[src/design/assert_macros.svh]
// Assertion macros for the RTL files of the command frame parser.
// Depends on nothing; included by files that carry concurrent assertions.
`ifndef ASSERT_MACROS_SVH
`define ASSERT_MACROS_SVH

// Same-cycle implication, disabled while reset is asserted.
`define ASSERT_IMPL(lbl, clk, rst_n, ante, cons) \
    lbl: assert property (@(posedge clk) disable iff (!rst_n) (ante) |-> (cons)) \
        else $error("assertion failed");

// Next-cycle implication, disabled while reset is asserted.
`define ASSERT_NEXT(lbl, clk, rst_n, ante, cons) \
    lbl: assert property (@(posedge clk) disable iff (!rst_n) (ante) |=> (cons)) \
        else $error("assertion failed");

`endif

[src/design/cfpl_pkg.sv]
// Package of the command frame parser: sizes, codes, reset values and shared types.
// Depends on nothing; imported by every other RTL file.
`default_nettype none

package cfpl_pkg;

    localparam int FRAME_BYTES   = 12;
    localparam int PAYLOAD_BYTES = FRAME_BYTES - 4;
    localparam int PAYLOAD_W     = 64;
    localparam int COUNT_W       = 4;
    localparam int PAY_IDX_W     = 3;
    localparam int TIMER_WIDTH   = 16;
    localparam int TIMEOUT_W     = 16;
    localparam int CFG_INDEX_W   = 2;
    localparam int CFG_DATA_W    = 16;

    localparam logic [TIMEOUT_W-1:0] TIMEOUT_RESET = 16'd250;
    localparam logic [7:0]           START_RESET   = 8'h42;
    localparam logic [7:0]           END_RESET     = 8'h24;

    localparam logic [COUNT_W-1:0] POS_ID        = COUNT_W'(1);
    localparam logic [COUNT_W-1:0] POS_PAY_FIRST = COUNT_W'(2);
    localparam logic [COUNT_W-1:0] POS_PAY_LAST  = COUNT_W'(FRAME_BYTES - 3);
    localparam logic [COUNT_W-1:0] POS_END       = COUNT_W'(FRAME_BYTES - 1);

    typedef enum logic [2:0] {
        ST_NONE    = 3'd0,
        ST_DROP    = 3'd1,
        ST_OK      = 3'd2,
        ST_BAD_END = 3'd3,
        ST_BAD_SUM = 3'd4
    } status_t;

    typedef enum logic [CFG_INDEX_W-1:0] {
        REG_TIMEOUT = 2'd0,
        REG_START   = 2'd1,
        REG_END     = 2'd2
    } cfg_index_t;

    typedef enum logic {
        PS_HUNT,
        PS_COLLECT
    } parser_state_t;

    typedef struct packed {
        logic [TIMEOUT_W-1:0] timeout_ms;
        logic [7:0]           start_marker;
        logic [7:0]           end_marker;
    } cfg_t;

    typedef struct packed {
        status_t              status;
        logic [7:0]           cmd_code;
        logic [PAYLOAD_W-1:0] payload;
        logic                 frame_ok;
    } parse_res_t;

    typedef struct packed {
        logic link_up;
        logic motor_halt;
    } link_res_t;

endpackage

`default_nettype wire

[src/design/cfpl_link_timer.sv]
// Link watchdog: saturating tick counter, link flag and motor stop on timeout.
// Depends on cfpl_pkg.
`default_nettype none

module cfpl_link_timer
    import cfpl_pkg::*;
(
    input  wire logic                 clk,
    input  wire logic                 rst_n,
    input  wire logic                 tick,
    input  wire logic                 frame_ok,
    input  wire logic [TIMEOUT_W-1:0] timeout_ms,
    output link_res_t                 res
);

    logic [TIMER_WIDTH-1:0] elapsed_reg, elapsed_next;
    logic                   link_reg, link_next;
    logic [TIMER_WIDTH-1:0] elapsed_inc;

    assign elapsed_inc = (elapsed_reg == '1) ? elapsed_reg
                                             : elapsed_reg + TIMER_WIDTH'(1);

    always_comb
    begin
        elapsed_next   = elapsed_reg;
        link_next      = link_reg;
        res.motor_halt = 1'b0;
        if (frame_ok)
        begin
            elapsed_next = '0;
            link_next    = 1'b1;
        end
        else if (tick)
        begin
            elapsed_next = elapsed_inc;
            if (32'(elapsed_inc) > 32'(timeout_ms))
            begin
                link_next      = 1'b0;
                res.motor_halt = 1'b1;
            end
        end
        res.link_up = link_next;
    end

    always_ff @(posedge clk or negedge rst_n)
    begin
        if (!rst_n)
        begin
            elapsed_reg <= '0;
            link_reg    <= 1'b0;
        end
        else
        begin
            elapsed_reg <= elapsed_next;
            link_reg    <= link_next;
        end
    end

endmodule

`default_nettype wire

[config.mk]
export PLATFORM = sky130hd
export DESIGN_NAME = cfpl_link_timer
export DESIGN_NICKNAME = d
export VERILOG_FILES = /design/src/design/assert_macros.svh /design/src/design/cfpl_pkg.sv /design/src/design/cfpl_link_timer.sv
export SDC_FILE = /design/constraint.sdc
export NUM_CORES = 1
export LEC_CHECK = 0
export ABC_AREA = 1
export BUFFER_PORTS_ARGS = -buffer_cell sky130_fd_sc_hd__buf_2
export CAP_MARGIN = 10
export CORE_MARGIN = 8
export CORE_UTILIZATION = 50
export DETAILED_ROUTE_END_ITERATION = 7
export PLACE_DENSITY = 0.71
export SYNTH_ARGS = -nofsm -noshare
export SYNTH_HDL_FRONTEND = slang
export SYNTH_SLANG_ARGS = --single-unit
[constraint.sdc]
create_clock -name clk -period 4.5 [get_ports clk]
set_input_delay 1.35 -clock clk [delete_from_list [all_inputs] [get_ports clk]]
set_output_delay 1.35 -clock clk [all_outputs]
set_load 0.03 [all_outputs]
==> impl_metrics.env, run 1 <==
export IMPL_totalNegativeSetupSlack_ps=0
export IMPL_maxSlewViolCount=0
export IMPL_yosysWarningCount=0
export IMPL_overflow=0
export IMPL_path_buf_inv=1
export IMPL_slowest_stage="dfrtp_1"
export IMPL_path_cells="nand2_1 -> nor3_2 -> nand2_1 -> nor2_2 -> nand2_1 -> and2_1 -> ha_1 -> nand2_1 -> nand2_1 -> nand2_1 -> nand2_1 -> nand2_1 -> nand2_1 -> nand2_1 -> nand2_1 -> a21oi_1 -> clkbuf_4"
export IMPL_filler_cell_count=320
export IMPL_drc=0
export IMPL_period_minus_slack_ps=4200
export IMPL_cts_buffer_depth=2
export IMPL_tightestPinTransition_ps=548
export IMPL_critPathRequiredTime_ps=3150
export IMPL_start_util=0.527
export IMPL_cts_tree="built"
export IMPL_synthesis_area_um2=1610
export IMPL_end_kind="output pin"
export IMPL_wl_met3_um=144
export IMPL_synthToLayoutAreaGrowth_pct=14.1
export IMPL_synthesis_nets=281
export IMPL_grt_max_degree=18
export IMPL_yosysSeqAreaShare=0.265
export IMPL_cts_root_buf="clkbuf_4"
export IMPL_cp_top_family="simple AND/OR/NAND/NOR gates"
export IMPL_h_tree_depth=1
export IMPL_ir_drop_mv=0.108
export IMPL_crit_path_start_kind="flip-flop"
export IMPL_viasPerCell=4.82
export IMPL_status="completed"
export IMPL_place_area_um2=1750
export IMPL_fin_skew_ps=4.39
export IMPL_grt_usage=0.149
export IMPL_first_pass_iters=4
export IMPL_vias=1522
export IMPL_ys_seq_elements=17
export IMPL_core_area_um2=3050
export IMPL_antenna_found_initial=0
export IMPL_finalCritPeriodShare=0.932
export IMPL_insertion_delay_ps=300
export IMPL_numCtsBuffers=3
export IMPL_syn_inst=244
export IMPL_reg2reg_depth=16
export IMPL_max_slew_margin=0.633
export IMPL_drt_wl_total_mm=3.62
export IMPL_clock_fmax_mhz=238
export IMPL_setup_viol=0
export IMPL_gp_congestion=0.831
export IMPL_power_leakage_nw=0.982
export IMPL_grt_pass1_wl_mm=6.42
export IMPL_layout_drive_gt1_share=0.195
export IMPL_syn_area_per_cell_um2=6.59
export IMPL_max_stage_delay_ps=440
export IMPL_multi_input_area_um2=1020
export IMPL_hold_class="reg2reg"
export IMPL_crit_cells=17
export IMPL_hold_path_depth=2
export IMPL_n_antenna_cell=0
export IMPL_clkTransAtPathRegs_ps=110
export IMPL_wl_per_cell_um=11.5
export IMPL_highest_layer="met4"
export IMPL_regArea_um2=427
export IMPL_die_area_um2=5290
export IMPL_die_h_um=72.7
export IMPL_largest_reg_flops=16
export IMPL_cpMostUsedCell="nand2_1"
export IMPL_io_pins=22
export IMPL_crit_type="reg2out"
export IMPL_cp_arrival_ps=2850
export IMPL_hold_viol_final=0
export IMPL_powerDensity_nw_per_um2=156
export IMPL_design_area_um2=1830
export IMPL_crit_fanout=4
export IMPL_clock_sinks=17
export IMPL_die_w_um=72.7
export IMPL_fin_nets=310
export IMPL_port_buffers=21
export IMPL_drtIter0Drc=64
export IMPL_synth_cell_types=24
export IMPL_drv_cap=0
export IMPL_dpl_hpwl_mm=2.89
export IMPL_wl_met1_mm=1.77
export IMPL_grt_pass1_vias=1492
export IMPL_ant_nets=0
export IMPL_num_rows=20
export IMPL_dr_wl_met2_mm=1.69
timing repair:
item                                    in CTS  in global routing
setup buffers                                0                  4
endpoints found under the setup margin       0                  2
hold buffers                                 0                  0
resized for setup                            0                  5
worst min-delay path: cells and delay by family, from the launching register on:
family,cells,cell delay [ps]
AO/OA/AOI/OAI,1,60
flip-flops,1,380
AND/OR/NAND/NOR,1,80
cell usage after synthesis:
master,n,area [um2]
nand3_2,1,10.0
o21ai_2,1,8.76
buf_6,1,11.3
nand3_1,9,45.0
o21ai_1,7,35.0
ha_1,17,213
nor2_4,2,22.5
a21oi_1,8,40.0
nand4_1,6,37.5
nor3_2,2,20.0
xor2_1,6,52.6
inv_2,2,7.51
o22ai_1,1,6.26
buf_4,1,7.51
nor3_1,2,10.0
inv_1,40,150
o21ai_0,7,35.0
nand2_2,12,75.1
a21o_1,1,7.51
nor2_1,28,105
nand2_1,69,259
buf_2,1,5.00
dfrtp_1,17,425
and2_1,3,18.8
kinds of logic after synthesis:
group / Yosys count / synth area share
fa+ha+maj: 17 / 0.132
flops: 17 / 0.265
compound gates: 25 / 0.0825
xor+xnor: 6 / 0.0327
simple gates: 134 / 0.375
buf+inv: 45 / 0.113
path summary, 6_finish.rpt:
check                                  to             from  slack, ps
max                                res[1]  elapsed_reg[13]        300
min                              link_reg         link_reg        560
max reg2reg                      link_reg  elapsed_reg[13]       2090
min reg2reg                      link_reg         link_reg        560
max in group asynchronous  elapsed_reg[0]            rst_n       3230
min in group asynchronous  elapsed_reg[7]            rst_n        960
through the flow:
stage | setup slack (ps) | util | instances | hold WS (ps) | total power (W)
global placement | 486 | 0.574 | 307 | 522 | 0.000201
detailed placement | 384 | 0.574 | 307 | 551 | 0.000202
finish | 304 | 0.601 | 316 | 556 | 0.000285
floorplan | 769 | - | 244 | 509 | 0.000184
CTS | 35.6 | 0.582 | 311 | 569 | 0.000289
global route | -8.47 | 0.601 | 316 | 625 | 0.000306
cell type report:
cell class,count,area share
Multi-Input combinational cell,183,0.558
Sequential cell,17,0.233
Inverter,42,0.0859
Timing Repair Buffer,26,0.0791
Tap cell,44,0.0300
Clock buffer,4,0.0143
metal layers:
metal,track usage,vias up
li1,-,817
met1,0.191,673
met2,0.250,30
met3,0.0385,2
met4,0.0133,0
met5,0,-
power breakdown:
part           switching (W)  internal (W)  leakage [nW]
clock network      0.0000521     0.0000346        0.0150
logic              0.0000251     0.0000172         0.737
registers         0.00000197      0.000154         0.230
total              0.0000792      0.000206         0.982
cell usage in the layout (no fill, tap or decap), drive strengths merged, types with 3 or more instances in the layout:
cell type  netlist  final
nand2           81     81
inv             42     42
nor2            30     30
buf              3     25
ha              17     17
dfrtp           17     17
o21ai           15     15
nand3           10     11
a21oi            8      8
nand4            6      6
xor2             6      6
clkbuf           0      5
nor3             4      4
and2             3      3
Power figures use the tool's default switching activity.
==> run 2: changes to the inputs <==
--- a/config.mk
+++ b/config.mk
@@ -12,6 +12,7 @@
 export CORE_UTILIZATION = 50
 export DETAILED_ROUTE_END_ITERATION = 7
 export PLACE_DENSITY = 0.71
+export SLEW_MARGIN = 15
 export SYNTH_ARGS = -nofsm -noshare
 export SYNTH_HDL_FRONTEND = slang
 export SYNTH_SLANG_ARGS = --single-unit
==> constraint.sdc (replaced) <==
create_clock -name clk -period 4.91 [get_ports clk]
set_input_delay 1.473 -clock clk [delete_from_list [all_inputs] [get_ports clk]]
set_output_delay 1.473 -clock clk [all_outputs]
set_load 0.03 [all_outputs]
==> impl_metrics.env, run 2 (synthesis gave the netlist of run 1 again) <==
export IMPL_place_area_um2=1750
export IMPL_h_tree_depth=1
export IMPL_hold_class="reg2reg"
export IMPL_multi_input_area_um2=1000
export IMPL_grt_pass1_vias=1487
export IMPL_slowest_stage="dfrtp_1"
export IMPL_cts_buffer_depth=2
export IMPL_place_inst=307
export IMPL_crit_type="reg2out"
export IMPL_dpl_hpwl_mm=2.79
export IMPL_grt_setup_unrepaired="false"
export IMPL_antenna_found_initial=0
export IMPL_final_common_cell="nand2_1"
export IMPL_cp_arrival_ps=3070
export IMPL_layout_cells_non_filler=311
export IMPL_grt_usage=0.142
export IMPL_fin_nets=305
export IMPL_critPathRequiredTime_ps=3440
export IMPL_powerDensity_nw_per_um2=146
export IMPL_cts_hold_buf=0
export IMPL_crit_fanout=13
export IMPL_tightestPinTransition_ps=565
export IMPL_drt_wl_total_mm=3.48
export IMPL_cts_root_buf="clkbuf_4"
export IMPL_maxSlewViolCount=0
export IMPL_fin_ws_ps=367
export IMPL_place_ws_ps=625
export IMPL_grt_max_degree=18
export IMPL_port_buffers=21
export IMPL_layout_common_cells="nand2_1, inv_1, nor2_1"
export IMPL_clock_fmax_mhz=220
export IMPL_core_area_um2=3050
export IMPL_cpMostUsedCell="nor2_1"
export IMPL_die_w_um=72.7
export IMPL_max_slew_margin=0.622
export IMPL_power_leakage_nw=0.965
export IMPL_final_util=0.582
export IMPL_max_stage_delay_ps=450
export IMPL_layout_drive_gt1_share=0.169
export IMPL_end_kind="output pin"
export IMPL_gp_congestion=0.835
export IMPL_cts_resized_gates=0
export IMPL_wl_per_cell_um=11.2
export IMPL_ant_nets=0
export IMPL_insertion_delay_ps=300
export IMPL_drv_cap=0
export IMPL_n_antenna_cell=0
export IMPL_synthToLayoutAreaGrowth_pct=10.6
export IMPL_filler_cell_count=310
export IMPL_ir_drop_mv=0.104
export IMPL_cts_tree="built"
export IMPL_fin_skew_ps=11.6
export IMPL_die_area_um2=5290
export IMPL_largest_reg_flops=16
export IMPL_vias=1511
export IMPL_setup_viol=0
export IMPL_design_area_um2=1780
export IMPL_hold_viol_final=0
export IMPL_regArea_um2=425
export IMPL_drtIter0Drc=58
export IMPL_crit_path_start_kind="flip-flop"
export IMPL_cts_setup_buffers=0
export IMPL_path_cells="ha_1 -> nand2_1 -> inv_2 -> nand2_2 -> nor2_4 -> nand3_2 -> o21ai_0 -> ha_1 -> nand2_1 -> nor2_1 -> nand4_1 -> nor2_1 -> nor2_1 -> a21oi_1 -> buf_2"
export IMPL_clock_sinks=17
export IMPL_first_pass_iters=4
export IMPL_period_minus_slack_ps=4540
export IMPL_totalNegativeSetupSlack_ps=0
export IMPL_num_rows=20
export IMPL_drc=0
export IMPL_grt_pass1_wl_mm=6.18
export IMPL_status="completed"
export IMPL_finalCritPeriodShare=0.925
export IMPL_start_util=0.527
export IMPL_numCtsBuffers=3
export IMPL_clkTransAtPathRegs_ps=90
export IMPL_viasPerCell=4.86
export IMPL_overflow=0
export IMPL_io_pins=22
export IMPL_die_h_um=72.7
-- run 2: changes by cell type in the layout (fill, tap and decap cells not counted), sizes merged --
cell and change:
buf -3, clkbuf -1, nand3 -1
-- run 2: area by class of cell --
cell class                 instances  share of cell area
clock buffer                       4              0.0148
inverter                          42              0.0887
multi-input combinational        182               0.563
sequential                        17               0.239
tap                               44              0.0310
timing repair buffer              22              0.0633
-- run 2: through the flow --
stage	power, W	hold slack [ps]
2_1_floorplan	0.000169	509
3_3_place_gp	0.000185	532
3_5_place_dp	0.000185	537
4_1_cts	0.000262	552
5_1_grt	0.000275	587
6_report	0.000260	543
-- run 2: layer usage --
| metal | vias to the layer above | part of all wire | global-route usage |
|---|---|---|---|
| met5 | - | 0 | 0 |
| met4 | 0 | 0.0023 | 0.0244 |
| met3 | 2 | 0.039 | 0.0343 |
| met2 | 18 | 0.46 | 0.236 |
| met1 | 680 | 0.50 | 0.181 |
| li1 | 811 | - | - |
-- run 2: final timing paths --
kind	startpoint	to	slack, ps	cells past startpoint
min reg2reg	link_reg	link_reg	540	2
max reg2reg	elapsed_reg[0]	link_reg	2280	14
max	elapsed_reg[0]	res[1]	370	15
max in group asynchronous	rst_n	elapsed_reg[8]	3540	1
min in group asynchronous	rst_n	elapsed_reg[5]	1080	1
min	link_reg	link_reg	540	2
-- run 2: critical path: cells and delay by family, from the launching register on --
family	cells	cell delay, ps
and+or+nand+nor	9	1070
adders and majority gates	2	570
DFF	1	450
AOI/OAI and AO/OA	2	390
buffers and inverters	2	290
-- run 2: report_power, final --
group | total (W) | switching (W) | leakage (nW) | internal, W
registers | 0.000143 | 0.00000175 | 0.231 | 0.000141
clock network | 0.0000777 | 0.0000460 | 0.0150 | 0.0000317
logic | 0.0000393 | 0.0000235 | 0.719 | 0.0000158
total | 0.000260 | 0.0000712 | 0.965 | 0.000189
