## src/design/assert_macros.svh

```systemverilog
// Assertion macros for the RTL files of the command frame parser.
// Depends on nothing; included by files that carry concurrent assertions.
`ifndef ASSERT_MACROS_SVH
`define ASSERT_MACROS_SVH

// Same-cycle implication, disabled while reset is asserted.
`define ASSERT_IMPL(lbl, clk, rst_n, ante, cons) \
    lbl: assert property (@(posedge clk) disable iff (!rst_n) (ante) |-> (cons)) \
        else $error("assertion failed");

// Next-cycle implication, disabled while reset is asserted.
`define ASSERT_NEXT(lbl, clk, rst_n, ante, cons) \
    lbl: assert property (@(posedge clk) disable iff (!rst_n) (ante) |=> (cons)) \
        else $error("assertion failed");

`endif

```

## src/design/cfpl_pkg.sv

```systemverilog
// Package of the command frame parser: sizes, codes, reset values and shared types.
// Depends on nothing; imported by every other RTL file.
`default_nettype none

package cfpl_pkg;

    localparam int FRAME_BYTES   = 12;
    localparam int PAYLOAD_BYTES = FRAME_BYTES - 4;
    localparam int PAYLOAD_W     = 64;
    localparam int COUNT_W       = 4;
    localparam int PAY_IDX_W     = 3;
    localparam int TIMER_WIDTH   = 16;
    localparam int TIMEOUT_W     = 16;
    localparam int CFG_INDEX_W   = 2;
    localparam int CFG_DATA_W    = 16;

    localparam logic [TIMEOUT_W-1:0] TIMEOUT_RESET = 16'd250;
    localparam logic [7:0]           START_RESET   = 8'h42;
    localparam logic [7:0]           END_RESET     = 8'h24;

    localparam logic [COUNT_W-1:0] POS_ID        = COUNT_W'(1);
    localparam logic [COUNT_W-1:0] POS_PAY_FIRST = COUNT_W'(2);
    localparam logic [COUNT_W-1:0] POS_PAY_LAST  = COUNT_W'(FRAME_BYTES - 3);
    localparam logic [COUNT_W-1:0] POS_END       = COUNT_W'(FRAME_BYTES - 1);

    typedef enum logic [2:0] {
        ST_NONE    = 3'd0,
        ST_DROP    = 3'd1,
        ST_OK      = 3'd2,
        ST_BAD_END = 3'd3,
        ST_BAD_SUM = 3'd4
    } status_t;

    typedef enum logic [CFG_INDEX_W-1:0] {
        REG_TIMEOUT = 2'd0,
        REG_START   = 2'd1,
        REG_END     = 2'd2
    } cfg_index_t;

    typedef enum logic {
        PS_HUNT,
        PS_COLLECT
    } parser_state_t;

    typedef struct packed {
        logic [TIMEOUT_W-1:0] timeout_ms;
        logic [7:0]           start_marker;
        logic [7:0]           end_marker;
    } cfg_t;

    typedef struct packed {
        status_t              status;
        logic [7:0]           cmd_code;
        logic [PAYLOAD_W-1:0] payload;
        logic                 frame_ok;
    } parse_res_t;

    typedef struct packed {
        logic link_up;
        logic motor_halt;
    } link_res_t;

endpackage

`default_nettype wire

```

## src/design/cfpl_frame_parser.sv

```systemverilog
// Frame parser: hunts for the start marker, collects a frame and checks end byte and XOR.
// Depends on cfpl_pkg.
`default_nettype none

module cfpl_frame_parser
    import cfpl_pkg::*;
(
    input  wire logic       clk,
    input  wire logic       rst_n,
    input  wire logic       byte_en,
    input  wire logic [7:0] byte_value,
    input  wire logic [7:0] start_marker,
    input  wire logic [7:0] end_marker,
    output parse_res_t      res
);

    parser_state_t        state_reg, state_next;
    logic [COUNT_W-1:0]   count_reg, count_next;
    logic [7:0]           xor_reg, xor_next;
    logic [7:0]           id_reg, id_next;
    logic [PAYLOAD_W-1:0] pay_reg, pay_next;
    logic [PAY_IDX_W-1:0] pay_idx;

    assign pay_idx = PAY_IDX_W'(count_reg - POS_PAY_FIRST);

    // Next state
    always_comb
    begin
        state_next = state_reg;
        if (byte_en)
        begin
            unique case (state_reg)
                PS_HUNT:    if (byte_value == start_marker) state_next = PS_COLLECT;
                PS_COLLECT: if (count_reg >= POS_END) state_next = PS_HUNT;
                default:    state_next = PS_HUNT;
            endcase
        end
    end

    // Datapath and results
    always_comb
    begin
        count_next = count_reg;
        xor_next   = xor_reg;
        id_next    = id_reg;
        pay_next   = pay_reg;
        res        = '{status: ST_NONE, cmd_code: 8'd0, payload: '0, frame_ok: 1'b0};
        if (byte_en)
        begin
            unique case (state_reg)
                PS_HUNT:
                begin
                    if (byte_value == start_marker)
                    begin
                        count_next = COUNT_W'(1);
                        xor_next   = byte_value;
                        id_next    = 8'd0;
                        pay_next   = '0;
                    end
                    else
                    begin
                        res.status = ST_DROP;
                    end
                end
                PS_COLLECT:
                begin
                    if (count_reg < POS_END)
                    begin
                        xor_next   = xor_reg ^ byte_value;
                        count_next = count_reg + COUNT_W'(1);
                        if (count_reg == POS_ID)
                            id_next = byte_value;
                        else if (count_reg >= POS_PAY_FIRST && count_reg <= POS_PAY_LAST)
                            pay_next[8*pay_idx +: 8] = byte_value;
                    end
                    else
                    begin
                        // The end byte is checked before the checksum.
                        if (byte_value != end_marker)
                            res.status = ST_BAD_END;
                        else if (xor_reg != 8'd0)
                            res.status = ST_BAD_SUM;
                        else
                        begin
                            res.status   = ST_OK;
                            res.cmd_code = id_reg;
                            res.payload  = pay_reg;
                            res.frame_ok = 1'b1;
                        end
                        count_next = '0;
                        xor_next   = 8'd0;
                        id_next    = 8'd0;
                        pay_next   = '0;
                    end
                end
                default:
                begin
                    count_next = '0;
                end
            endcase
        end
    end

    always_ff @(posedge clk or negedge rst_n)
    begin
        if (!rst_n)
        begin
            state_reg <= PS_HUNT;
            count_reg <= '0;
            xor_reg   <= 8'd0;
            id_reg    <= 8'd0;
            pay_reg   <= '0;
        end
        else
        begin
            state_reg <= state_next;
            count_reg <= count_next;
            xor_reg   <= xor_next;
            id_reg    <= id_next;
            pay_reg   <= pay_next;
        end
    end

endmodule

`default_nettype wire

```

## config.mk

```make
export PLATFORM = sky130hd
export DESIGN_NAME = cfpl_frame_parser
export DESIGN_NICKNAME = d
export VERILOG_FILES = /design/src/design/assert_macros.svh /design/src/design/cfpl_pkg.sv /design/src/design/cfpl_frame_parser.sv
export SDC_FILE = /design/constraint.sdc
export NUM_CORES = 1
export LEC_CHECK = 0
export BUFFER_PORTS_ARGS = -buffer_cell sky130_fd_sc_hd__buf_2
export CORE_ASPECT_RATIO = 2
export CORE_MARGIN = 8
export CORE_UTILIZATION = 29
export CTS_BUF_LIST = sky130_fd_sc_hd__clkbuf_8
export DETAILED_ROUTE_END_ITERATION = 6
export HOLD_SLACK_MARGIN = 0.06
export PLACE_DENSITY = 0.57
export SYNTH_ARGS = -nofsm -noshare
export SYNTH_HDL_FRONTEND = slang
export SYNTH_SLANG_ARGS = --single-unit
```

## constraint.sdc

```tcl
create_clock -name clk -period 2.5 [get_ports clk]
set_input_delay 0.25 -clock clk [delete_from_list [all_inputs] [get_ports clk]]
set_output_delay 0.25 -clock clk [all_outputs]
set_load 0.005 [all_outputs]
```

==> flow_summary_export.csv, run 1 <==
group,metric,value,unit
run_status,status,"finished, final reports clean",
yosys,synth_top_area_share,0.4626,
yosys,ys_warn_count,0,
yosys,syn_area,0.004598,sq mm
final_layout,syn_to_final_growth,24.05,%
critical_path,critical_path_class,"reg2out",
floorplanning,die_h,194.1,um
floorplanning,start_util,0.2945,
critical_path,cp_max_fo,20,
global_routing,antenna_found_initial,0,
cts,ctsHtreeMaxLevel,3,
cts,clk_pin_slew,90,ps
placement,hpwl,9572,um
route,wl_per_cell,18.34,um
timing,timing_hold_violations_final,0,
route,drt_iter0_drc,269,
placement,io_buffers,102,
floorplanning,fp-row-count,65,
timing,drv_slew,0,
yosys,syn-mean-instance-area,10.38,sq um
route,wirelength,13980,um
hold_path,hp-class,"in2reg",
global_routing,grt_overflow,0,
cts,cts_tree,"yes",
critical_path,critPathCaptureType,"output pin",
timing,tightest_slew,756.4,ps
cts,root_buffer,"clkbuf_8",
final_layout,postLayoutCellArea,0.005704,sq mm
yosys,yosysSeqAreaShare,0.4626,
yosys,synth_area_leaders,"dfrtp_1 46%, and2_1 10%, a22o_1 6.1%",
yosys,synth-seq-cells,85,
global_routing,grt_max_degree,50,
critical_path,critPathLaunchType,"flop",
route,drc,0,
floorplanning,pin_count,103,
timing,final.setup.worst_slack,68.46,ps
power_and_ir_drop,ir_drop,0.3374,mV
yosys,netlist_instances,443,
power_and_ir_drop,power.density,874.5,mW/mm^2
yosys,synth_edf_count,0,
yosys,synth.net_count,478,
placement,place_ws,223.1,ps
floorplanning,die_area,0.02039,sq mm
timing,finalSetupViolations,0,
critical_path,cp_data_arrival_time,2180,ps
yosys,yosysTopAreaCell,"dfrtp_1",
yosys,yosysUniqueCellTypes,48,
critical_path,worstPathRequired,2250,ps
floorplanning,fp.coreArea,0.01562,sq mm
route,vias_per_cell,4.993,
yosys,postSynth.asyncResetShare,1.000,
cts,clock_latency,370,ps
global_routing,grtUsageTotal,0.1329,
timing,finalCritPeriodShare,0.9726,
placement,placed_cell_area,0.005434,sq mm
global_routing,grt_pass1_vias,3916,
cts,numCtsBuffers,9,
cts,cts_buffer_depth,2,
placement,gp_congestion,0.8688,
power_and_ir_drop,power.total,4.988,mW
timing,fin_crit,2432,ps
final_layout,layout.nets,591,
final_layout,largest_reg_flops,64,
final_layout,drive_above_1_share,0.3030,
yosys,ys.flop_type,"dfrtp_1",
timing,clock_skew,12.28,ps
timing,slew_headroom,0.4944,
route,via_count,3805,
timing,fmax,411.3,MHz
floorplanning,die_width,105.0,um
route,drt-pass1-iter-count,4,
power_and_ir_drop,leakage,2.727,nW
global_routing,grt_pass1_wl,21620,um
cts,clkSinkCount,85,
route,ant_nets,0,
flow_run,drv_cap,0,
final_layout,antenna_cells,0,
through the flow:
| step | hold slack, ps | std cells | setup TNS, ps | util |
|---|---|---|---|---|
| 6_report | 250.6 | 762 | 0 | 0.3653 |
| 5_1_grt | 249.6 | 762 | -1472 | 0.3653 |
| 4_1_cts | 239.3 | 757 | 0 | 0.3606 |
| 3_5_place_dp | 255.0 | 740 | 0 | 0.3480 |
| 3_3_place_gp | 254.1 | 740 | 0 | 0.3480 |
| 2_1_floorplan | -45.59 | 443 | 0 | - |
layout by cell type, fill, tap and decap left out, types with 2 or more instances in the layout:
master | netlist | layout
buf_2 | 13 | 101
dfrtp_1 | 85 | 85
and2_1 | 74 | 74
a22o_1 | 32 | 32
o2bb2ai_1 | 32 | 32
nand2_1 | 30 | 29
o21ai_0 | 22 | 22
buf_4 | 3 | 22
inv_1 | 14 | 14
a21oi_1 | 12 | 12
xor2_1 | 9 | 9
a22oi_1 | 9 | 9
clkbuf_8 | 0 | 9
xnor2_1 | 8 | 8
mux2i_1 | 8 | 8
nor4b_1 | 9 | 8
ha_1 | 8 | 8
nand3_2 | 7 | 7
nand3_1 | 6 | 6
nor2_1 | 5 | 5
a31o_2 | 4 | 4
buf_12 | 0 | 4
nor4_2 | 2 | 3
nand4_1 | 3 | 3
nor2_2 | 3 | 3
and4_1 | 3 | 3
nor3_1 | 3 | 3
nand2b_1 | 3 | 3
clkinv_4 | 0 | 3
nor4_1 | 3 | 2
o21bai_1 | 2 | 2
a21o_1 | 2 | 2
nor4b_2 | 1 | 2
a31oi_1 | 2 | 2
inv_6 | 0 | 2
clkinvlp_4 | 0 | 2
buf_6 | 1 | 2
power by group:
part,internal (mW),switching (mW),leakage [nW]
sequential,1.72,0.291,1.15
clock,0.373,0.546,0.0864
combinational,0.860,1.20,1.49
total,2.95,2.04,2.73
layout make-up:
type	instances	area (sq um)
Fill cell	1633	9911
Inverter	14	52.55
Clock buffer	9	123.9
Multi-Input combinational cell	315	2282
Clock inverter	7	58.81
Tap cell	201	251.5
Sequential cell	85	2127
Timing Repair Buffer	131	808.3
critical path: stages, from the launching register on:
cell and delay (ps):
dfrtp_1 430, nor4_1 290, nand2_1 150, nor4b_4 280, buf_6 180, buf_12 150
and2_1 180, buf_2 130
per-layer routing:
layer | up-vias | track usage | part of all wire | wire length, um
met3 | 16 | 0.03862 | 0.068 | 955
met2 | 146 | 0.2039 | 0.46 | 6422
met5 | - | 0 | 0 | 0
met1 | 1827 | 0.1740 | 0.46 | 6417
li1 | 1816 | - | - | -
met4 | 0 | 0.04313 | 0.013 | 181
synth_stat cells (2+ instances only):
cell type and number:
dfrtp_1 85, o21ai_0 22, nor4b_1 9, nor4_2 2, a31oi_1 2, clkbuf_2 6
inv_1 14, ha_1 8, nor3_1 3, o2bb2ai_1 32, nand3_2 7, and4_1 3
buf_2 13, xor2_1 9, buf_4 3, xnor2_1 8, nor2_1 5, a31o_2 4
nand2b_1 3, nand3_1 6, mux2i_1 8, nand4_1 3, nor4_1 3, a22oi_1 9
nand2_1 30, a21oi_1 12, a22o_1 32, and2_1 74, o21bai_1 2, nor2_2 3
a21o_1 2, clkbuf_1 5
final timing paths:
check / slack (ps) / startpoint / cells past startpoint / end
setup / recovery: 70 / xor_reg[1]$_DFFE_PN0P_ / 7 / res[64]
hold / removal: 250 / byte_value[5] / 3 / pay_reg[5]$_DFFE_PN0P_
setup reg to reg: 240 / count_reg[1]$_DFFE_PN0P_ / 8 / pay_reg[54]$_DFFE_PN0P_
hold reg to reg: 490 / pay_reg[27]$_DFFE_PN0P_ / 1 / pay_reg[27]$_DFFE_PN0P_
max in group asynchronous: 1470 / rst_n / 3 / pay_reg[63]$_DFFE_PN0P_
min in group asynchronous: 390 / rst_n / 2 / pay_reg[6]$_DFFE_PN0P_
timing repair:
item / CTS / global route
buffers inserted: 0 / 3
hold endpoints to repair: 36 / 0
setup endpoints to repair: 33 / 80
hold buffers: 1 / 0
pin swaps: 0 / 3
gates cloned: 0 / 2
gates resized for setup: 1 / 6
cells by family after synthesis:
kind of cell	Yosys count	share of synthesized area
simple gates	159	0.2201
compound gates	123	0.2014
flops	85	0.4626
buf+inv	43	0.04435
xor+xnor	17	0.03238
mux	8	0.01742
fa+ha+maj	8	0.02177
No activity file was read; power rests on OpenSTA's default activity.
==> inputs of run 2 (changes only) <==
ABC_AREA = 1   (was unset)
PLACE_DENSITY = 0.56   (was 0.57)
SKIP_LAST_GASP = 1   (was unset)
==> run 2 against run 1 <==
Effect of this change: count of clock-buffer cells in the layout stayed put; sequential share of layout area fell by 3.0 points; utilization is 1.3 points lower; non-clock buffer count shrank 5; largest cell class unchanged; largest power group is now registers; highest routed layer unchanged.
==> flow_summary_export.csv, run 2 <==
group,metric,value,unit
timing,rsz0062_at_grt,"false",
cts,numCtsBuffers,9,
yosys,synth-seq-cells,85,
global_routing,grt_pass1_vias,4886,
critical_path,critical_path_class,"reg2out",
floorplanning,die_width,110.3,um
floorplanning,start_util,0.2931,
route,wl_per_cell,14.83,um
power_and_ir_drop,p_sw_frac,0.4331,
power_and_ir_drop,leakage,3.171,nW
route,drc,0,
timing,timing_hold_violations_final,0,
critical_path,worstPathCellList,"ha_4 -> o21ai_2 -> buf_4 -> nor3_1 -> inv_1 -> nor2_1 -> nand2_2 -> buf_12 -> nor2_1 -> buf_2",
cts,cts_buffer_depth,2,
yosys,yosysTopAreaCell,"dfrtp_1",
critical_path,critPathCaptureType,"output pin",
global_routing,grt_overflow,0,
timing,fmax,426.1,MHz
yosys,syn_area,0.005162,sq mm
power_and_ir_drop,combinationalPowerShare,0.368,
timing,holdWs,224.1,ps
power_and_ir_drop,netSwitchingPower,1.827,mW
yosys,yosysSeqAreaShare,0.4120,
critical_path,crit_path_top_delay_cell,"dfrtp_2",
final_layout,fillers,1946,
hold_path,min_path_cells,3,
critical_path,cp_max_fo,35,
timing,final.setup.tns,0,ps
floorplanning,pin_count,103,
yosys,ys_warn_count,0,
floorplanning,fp-row-count,69,
route,ant_nets,0,
global_routing,antenna_found_initial,0,
route,wirelength,15890,um
timing,drv_slew,0,
placement,place_ws,195.6,ps
placement,gp_congestion,0.8850,
critical_path,critPathLaunchType,"flop",
yosys,syn-mean-instance-area,6.838,sq um
power_and_ir_drop,seqPwrFrac,0.398,
floorplanning,fp.coreArea,0.01761,sq mm
hold_path,min-delay-start,"byte_value[1]",
critical_path,cp_data_arrival_time,2100,ps
placement,io_buffers,102,
cts,cts_tree,"yes",
final_layout,antenna_cells,0,
yosys,synth_top_area_share,0.4120,
placement,hpwl,12080,um
timing,finalCritPeriodShare,0.9387,
final_layout,seq_area,0.002131,sq mm
power_and_ir_drop,power.density,679.1,mW/mm^2
critical_path,cpMostUsedCell,"nor2_1",
timing,slew_headroom,0.6374,
floorplanning,die_area,0.02259,sq mm
global_routing,grt_pass1_wl,25150,um
route,vias_per_cell,4.713,
route,via_count,5052,
yosys,synth_most_common_cell,"nand2_1",
final_layout,layout.nets,889,
global_routing,grtUsageTotal,0.1419,
power_and_ir_drop,internal-power,2.391,mW
yosys,synth_area_leaders,"dfrtp_1 41%, nand2_1 15%, nor2_1 11%",
placement,dpl.cell_count,1053,
timing,final.setup.worst_slack,153.3,ps
cts,ctsHtreeMaxLevel,3,
cts,clk_pin_slew,100,ps
timing,fin_crit,2347,ps
cts,clock_latency,380,ps
floorplanning,die_h,204.7,um
critical_path,r2r_end,"pay_reg[37]$_DFFE_PN0P_",
yosys,synth_edf_count,0,
final_layout,final_common_cell,"nand2_1",
final_layout,stdcell_count,1072,
power_and_ir_drop,ir_drop,0.3169,mV
yosys,netlist_instances,755,
final_layout,layout_common_cells,"202 x nand2_1, 142 x nor2_1, 101 x buf_2, 99 x inv_1, 82 x dfrtp_1",
route,drt-pass1-iter-count,7,
critical_path,timing.rr.start,"count_reg[2]$_DFFE_PN0P_",
final_layout,largest_reg_flops,64,
critical_path,ff2ff_setup_slack,270,ps
timing,finalSetupViolations,0,
global_routing,grt_max_degree,69,
hold_path,worstHoldEndpoint,"id_reg[1]$_DFFE_PN0P_",
yosys,ys.flop_type,"dfrtp_1",
critical_path,reg2reg_depth,11,
yosys,synth.net_count,790,
yosys,postSynth.asyncResetShare,1.000,
critical_path,worstPathRequired,2250,ps
final_layout,syn_to_final_growth,20.31,%
cts,clkSinkCount,85,
run_status,status,"finished, final reports clean",
cts,root_buffer,"clkbuf_8",
route,drt_iter0_drc,365,
hold_path,hp-class,"in2reg",
critical_path,critPathMaxStageDelay,450,ps
final_layout,multi_input_area,0.002469,sq mm
yosys,yosysUniqueCellTypes,26,
final_layout,drive_above_1_share,0.2002,
flow_run,drv_cap,0,
yosys,netlist_top_cells_count,"202 x nand2_1, 145 x nor2_1, 99 x inv_1, 85 x dfrtp_1, 71 x nand4_1",
timing,clock_skew,19.41,ps
power_and_ir_drop,pwr-share-clk,0.234,
timing,tightest_slew,544.0,ps
==> run 2: changes by cell type in the layout (fill, tap and decap cells not counted), moves of 32 or more <==
cell       previous run  this run
inv_1                14        99
o2bb2ai_1            32         0
nor2_1                5       142
and2_1               74         0
nand4_1               3        71
nand2_1              29       202
a22o_1               32         0
==> run 2: power by group through the flow <==
stage	registers, mW	logic (mW)	clock network [mW]
after floorplan	1.65	1.05	0
after global placement	1.69	1.50	0
after detailed placement	1.69	1.51	0
after CTS	1.67	1.52	1.02
after global routing	1.70	1.74	1.06
final	1.68	1.55	0.987
==> run 2: per-stage QoR <==
stage          power (mW)  utilization  cell area [sq um]
2_1_floorplan       2.700            -               5162
3_3_place_gp        3.190       0.3379               5951
3_5_place_dp        3.198       0.3379               5951
4_1_cts             4.208       0.3505               6172
5_1_grt             4.510       0.3527               6211
6_report            4.218       0.3527               6211
==> run 2: cells by family (layout without fill, tap and decap cells) <==
logic type / count (synthesis) / count (layout) / share of synthesized area
xor gates and xnor gates: 8 / 8 / 0.01357
buffers and inverters: 145 / 249 / 0.1163
and+or+nand+nor: 470 / 470 / 0.3960
DFF: 85 / 85 / 0.4120
AOI/OAI and AO/OA: 39 / 39 / 0.04266
adders and majority gates: 8 / 8 / 0.01939
==> run 2: what timing repair did <==
| action | CTS | global route |
|---|---|---|
| gates resized for setup | 3 | 7 |
| setup buffers | 0 | 2 |
| endpoints found under the setup margin | 72 | 93 |
| pin swaps | 0 | 1 |
| endpoints found under the hold margin | 39 | 0 |
| hold buffers | 1 | 0 |
==> run 2: worst max-delay path: cells and delay by family (launching register included) <==
kind / cells / cell delay (ps)
simple gates: 4 / 460
flops: 1 / 450
fa+ha+maj: 1 / 170
compound gates: 1 / 70
buf+inv: 4 / 560
==> run 2: layout make-up <==
type                    instances  share of cell area
well taps                     213             0.04291
inverters                     107             0.06467
clock buffers                   9             0.01994
multi-input cells             525              0.3975
clock inverters                 7             0.01189
flip-flops and latches         85              0.3431
repair buffers                126              0.1201
==> run 2: how the worst max path moves through the flow <==
| stage | slack, ps | endpoint | cells after the start | start |
|---|---|---|---|---|
| after CTS | 20 | res[15] | 10 | count_reg[0]$_DFFE_PN0P_ |
| final | 150 | res[12] | 10 | count_reg[1]$_DFFE_PN0P_ |
| after floorplan | 360 | pay_reg[32]$_DFFE_PN0P_ | 12 | count_reg[2]$_DFFE_PN0P_ |
| after global routing | 10 | res[20] | 10 | count_reg[1]$_DFFE_PN0P_ |
| after global placement | 180 | pay_reg[37]$_DFFE_PN0P_ | 11 | count_reg[2]$_DFFE_PN0P_ |
| after detailed placement | 200 | pay_reg[38]$_DFFE_PN0P_ | 11 | count_reg[2]$_DFFE_PN0P_ |
==> run 2: per-layer routing <==
| metal | vias to the layer above | GRT usage | wire length, um |
|---|---|---|---|
| li1 | 2578 | - | - |
| met2 | 149 | 0.2223 | 7393 |
| met1 | 2304 | 0.1881 | 7221 |
| met5 | - | 0 | 0 |
| met3 | 21 | 0.02331 | 860 |
| met4 | 0 | 0.05606 | 418 |
==> inputs of run 3 (changes only) <==
clock period = 2.95 ns   (was 2.5 ns; I/O delays follow)
==> run 3 against run 2 <==
Effect of this change: combinational power shrank 23%; sequential power shrank 15%; utilization fell by 0.63 points; count of clock-buffer cells in the layout unchanged; register-to-register slack improved by 100 ps; hold slack better by 60 ps; routed wire length is 0.59% higher; global-route usage rose by 0.24 points.
==> flow_summary_export.csv, run 3 (synthesized netlist as in run 2, its figures left out) <==
group,metric,value,unit
timing,tightest_slew,679.9,ps
critical_path,reg2reg_depth,8,
route,m1WireLength,7159,um
route,ant_nets,0,
floorplanning,die_h,204.7,um
cts,ctsHtreeMaxLevel,3,
cts,clk_pin_slew,90,ps
run_status,status,"finished, final reports clean",
critical_path,timing.rr.start,"count_reg[0]$_DFFE_PN0P_",
cts,numCtsBuffers,9,
final_layout,largest_reg_flops,64,
hold_path,hp-class,"in2reg",
final_layout,layout.nets,881,
power_and_ir_drop,power.total,3.550,mW
timing,timing_hold_violations_final,0,
route,drt-pass1-iter-count,4,
timing,clock_skew,12.58,ps
final_layout,layout_common_cells,"202 x nand2_1, 145 x nor2_1, 101 x buf_2, 99 x inv_1, 84 x dfrtp_1",
placement,gp_congestion,0.8860,
route,drt_iter0_drc,290,
route,vias_per_cell,4.653,
timing,fin_crit,2579,ps
final_layout,syn_to_final_growth,18.15,%
global_routing,grt_pass1_wl,25600,um
global_routing,grtUsageTotal,0.1443,
route,met2_length,7574,um
route,wl_per_cell,15.04,um
critical_path,cp_max_fo,51,
timing,drv_slew,0,
critical_path,critPathCaptureType,"output pin",
flow_run,drv_cap,0,
critical_path,ff2ff_setup_slack,370,ps
power_and_ir_drop,leakage,3.126,nW
route,via_count,4946,
cts,cts_tree,"yes",
global_routing,antenna_found_initial,0,
timing,fmax,387.7,MHz
floorplanning,fp-row-count,69,
timing,finalCritPeriodShare,0.8743,
timing,rsz0062_at_grt,"false",
timing,slew_headroom,0.5468,
critical_path,r2r_end,"pay_reg[38]$_DFFE_PN0P_",
final_layout,multi_input_area,0.002435,sq mm
hold_path,min_path_cells,3,
final_layout,stdcell_count,1063,
cts,root_buffer,"clkbuf_8",
cts,clkSinkCount,85,
final_layout,fillers,1966,
final_layout,antenna_cells,0,
cts,cts_buffer_depth,2,
floorplanning,fp.coreArea,0.01761,sq mm
power_and_ir_drop,ir_drop,0.2073,mV
global_routing,grt_pass1_vias,4967,
critical_path,worstPathRequired,2650,ps
floorplanning,pin_count,103,
placement,io_buffers,102,
final_layout,fin_util,0.3463,
timing,final.setup.tns,0,ps
placement,dpl.cell_count,1047,
critical_path,critPathLaunchType,"flop",
route,dr.max_layer_used,"met4",
floorplanning,die_width,110.3,um
global_routing,grt_max_degree,52,
route,dr_wl_met3,812,um
floorplanning,die_area,0.02259,sq mm
placement,hpwl,12260,um
final_layout,drive_above_1_share,0.1847,
timing,finalSetupViolations,0,
global_routing,grt_overflow,0,
critical_path,cp_data_arrival_time,2280,ps
route,drc,0,
final_layout,final_common_cell,"nand2_1",
final_layout,seq_area,0.002128,sq mm
critical_path,critical_path_class,"reg2out",
hold_path,min-delay-start,"byte_value[1]",
route,wirelength,15990,um
power_and_ir_drop,power.density,582.0,mW/mm^2
floorplanning,start_util,0.2931,
hold_path,worstHoldEndpoint,"id_reg[1]$_DFFE_PN0P_",
cts,clock_latency,370,ps
==> run 3: area by class of cell <==
class,count,area share
Clock buffer,9,0.02031
Timing Repair Buffer,118,0.1063
Clock inverter,6,0.01579
Multi-Input combinational cell,525,0.3992
Sequential cell,85,0.3489
Tap cell,213,0.04369
Inverter,107,0.06585
==> run 3: stage by stage <==
step / instance area, sq um / hold slack [ps] / worst slack (ps)
after global routing: 6100 / 300.3 / 140.1
after CTS: 6098 / 255.7 / 201.5
final: 6100 / 283.8 / 370.9
after floorplan: 5162 / -0.5911 / 813.3
after global placement: 5868 / 383.2 / 377.8
after detailed placement: 5868 / 388.1 / 235.4
==> run 3: power by group <==
group	total, mW	internal, mW	switching [mW]
combinational	1.19	0.321	0.870
clock	0.926	0.482	0.444
sequential	1.43	1.30	0.133
==> run 3: per-layer routing <==
metal  vias up  global-route usage
met4         0             0.05798
met1      2225              0.1858
met3        26             0.02142
li1       2561                   -
met2       134              0.2332
met5         -                   0
==> run 3: critical path, stage by stage (launching register included) <==
cell	delay (ps)
dfrtp_2	500
ha_1	310
o21ai_2	280
nor3_1	80
inv_1	120
nor2_1	70
nand2_2	100
buf_12	220
nor2_1	70
buf_2	130
==> run 3: how the worst max path moves through the flow <==
| stage | endpoint | start | slack, ps |
|---|---|---|---|
| 2_1_floorplan | pay_reg[32]$_DFFE_PN0P_ | count_reg[2]$_DFFE_PN0P_ | 810 |
| 3_3_place_gp | pay_reg[36]$_DFFE_PN0P_ | count_reg[0]$_DFFE_PN0P_ | 380 |
| 3_5_place_dp | pay_reg[38]$_DFFE_PN0P_ | count_reg[0]$_DFFE_PN0P_ | 240 |
| 4_1_cts | res[41] | count_reg[0]$_DFFE_PN0P_ | 200 |
| 5_1_grt | pay_reg[32]$_DFFE_PN0P_ | count_reg[0]$_DFFE_PN0P_ | 140 |
| 6_report | res[22] | count_reg[0]$_DFFE_PN0P_ | 370 |
==> run 3: repair_timing <==
item	in CTS	in global routing
hold buffers	1	0
setup endpoints to repair	0	8
gates resized for setup	0	1
buffers inserted	0	0
endpoints found under the hold margin	49	0
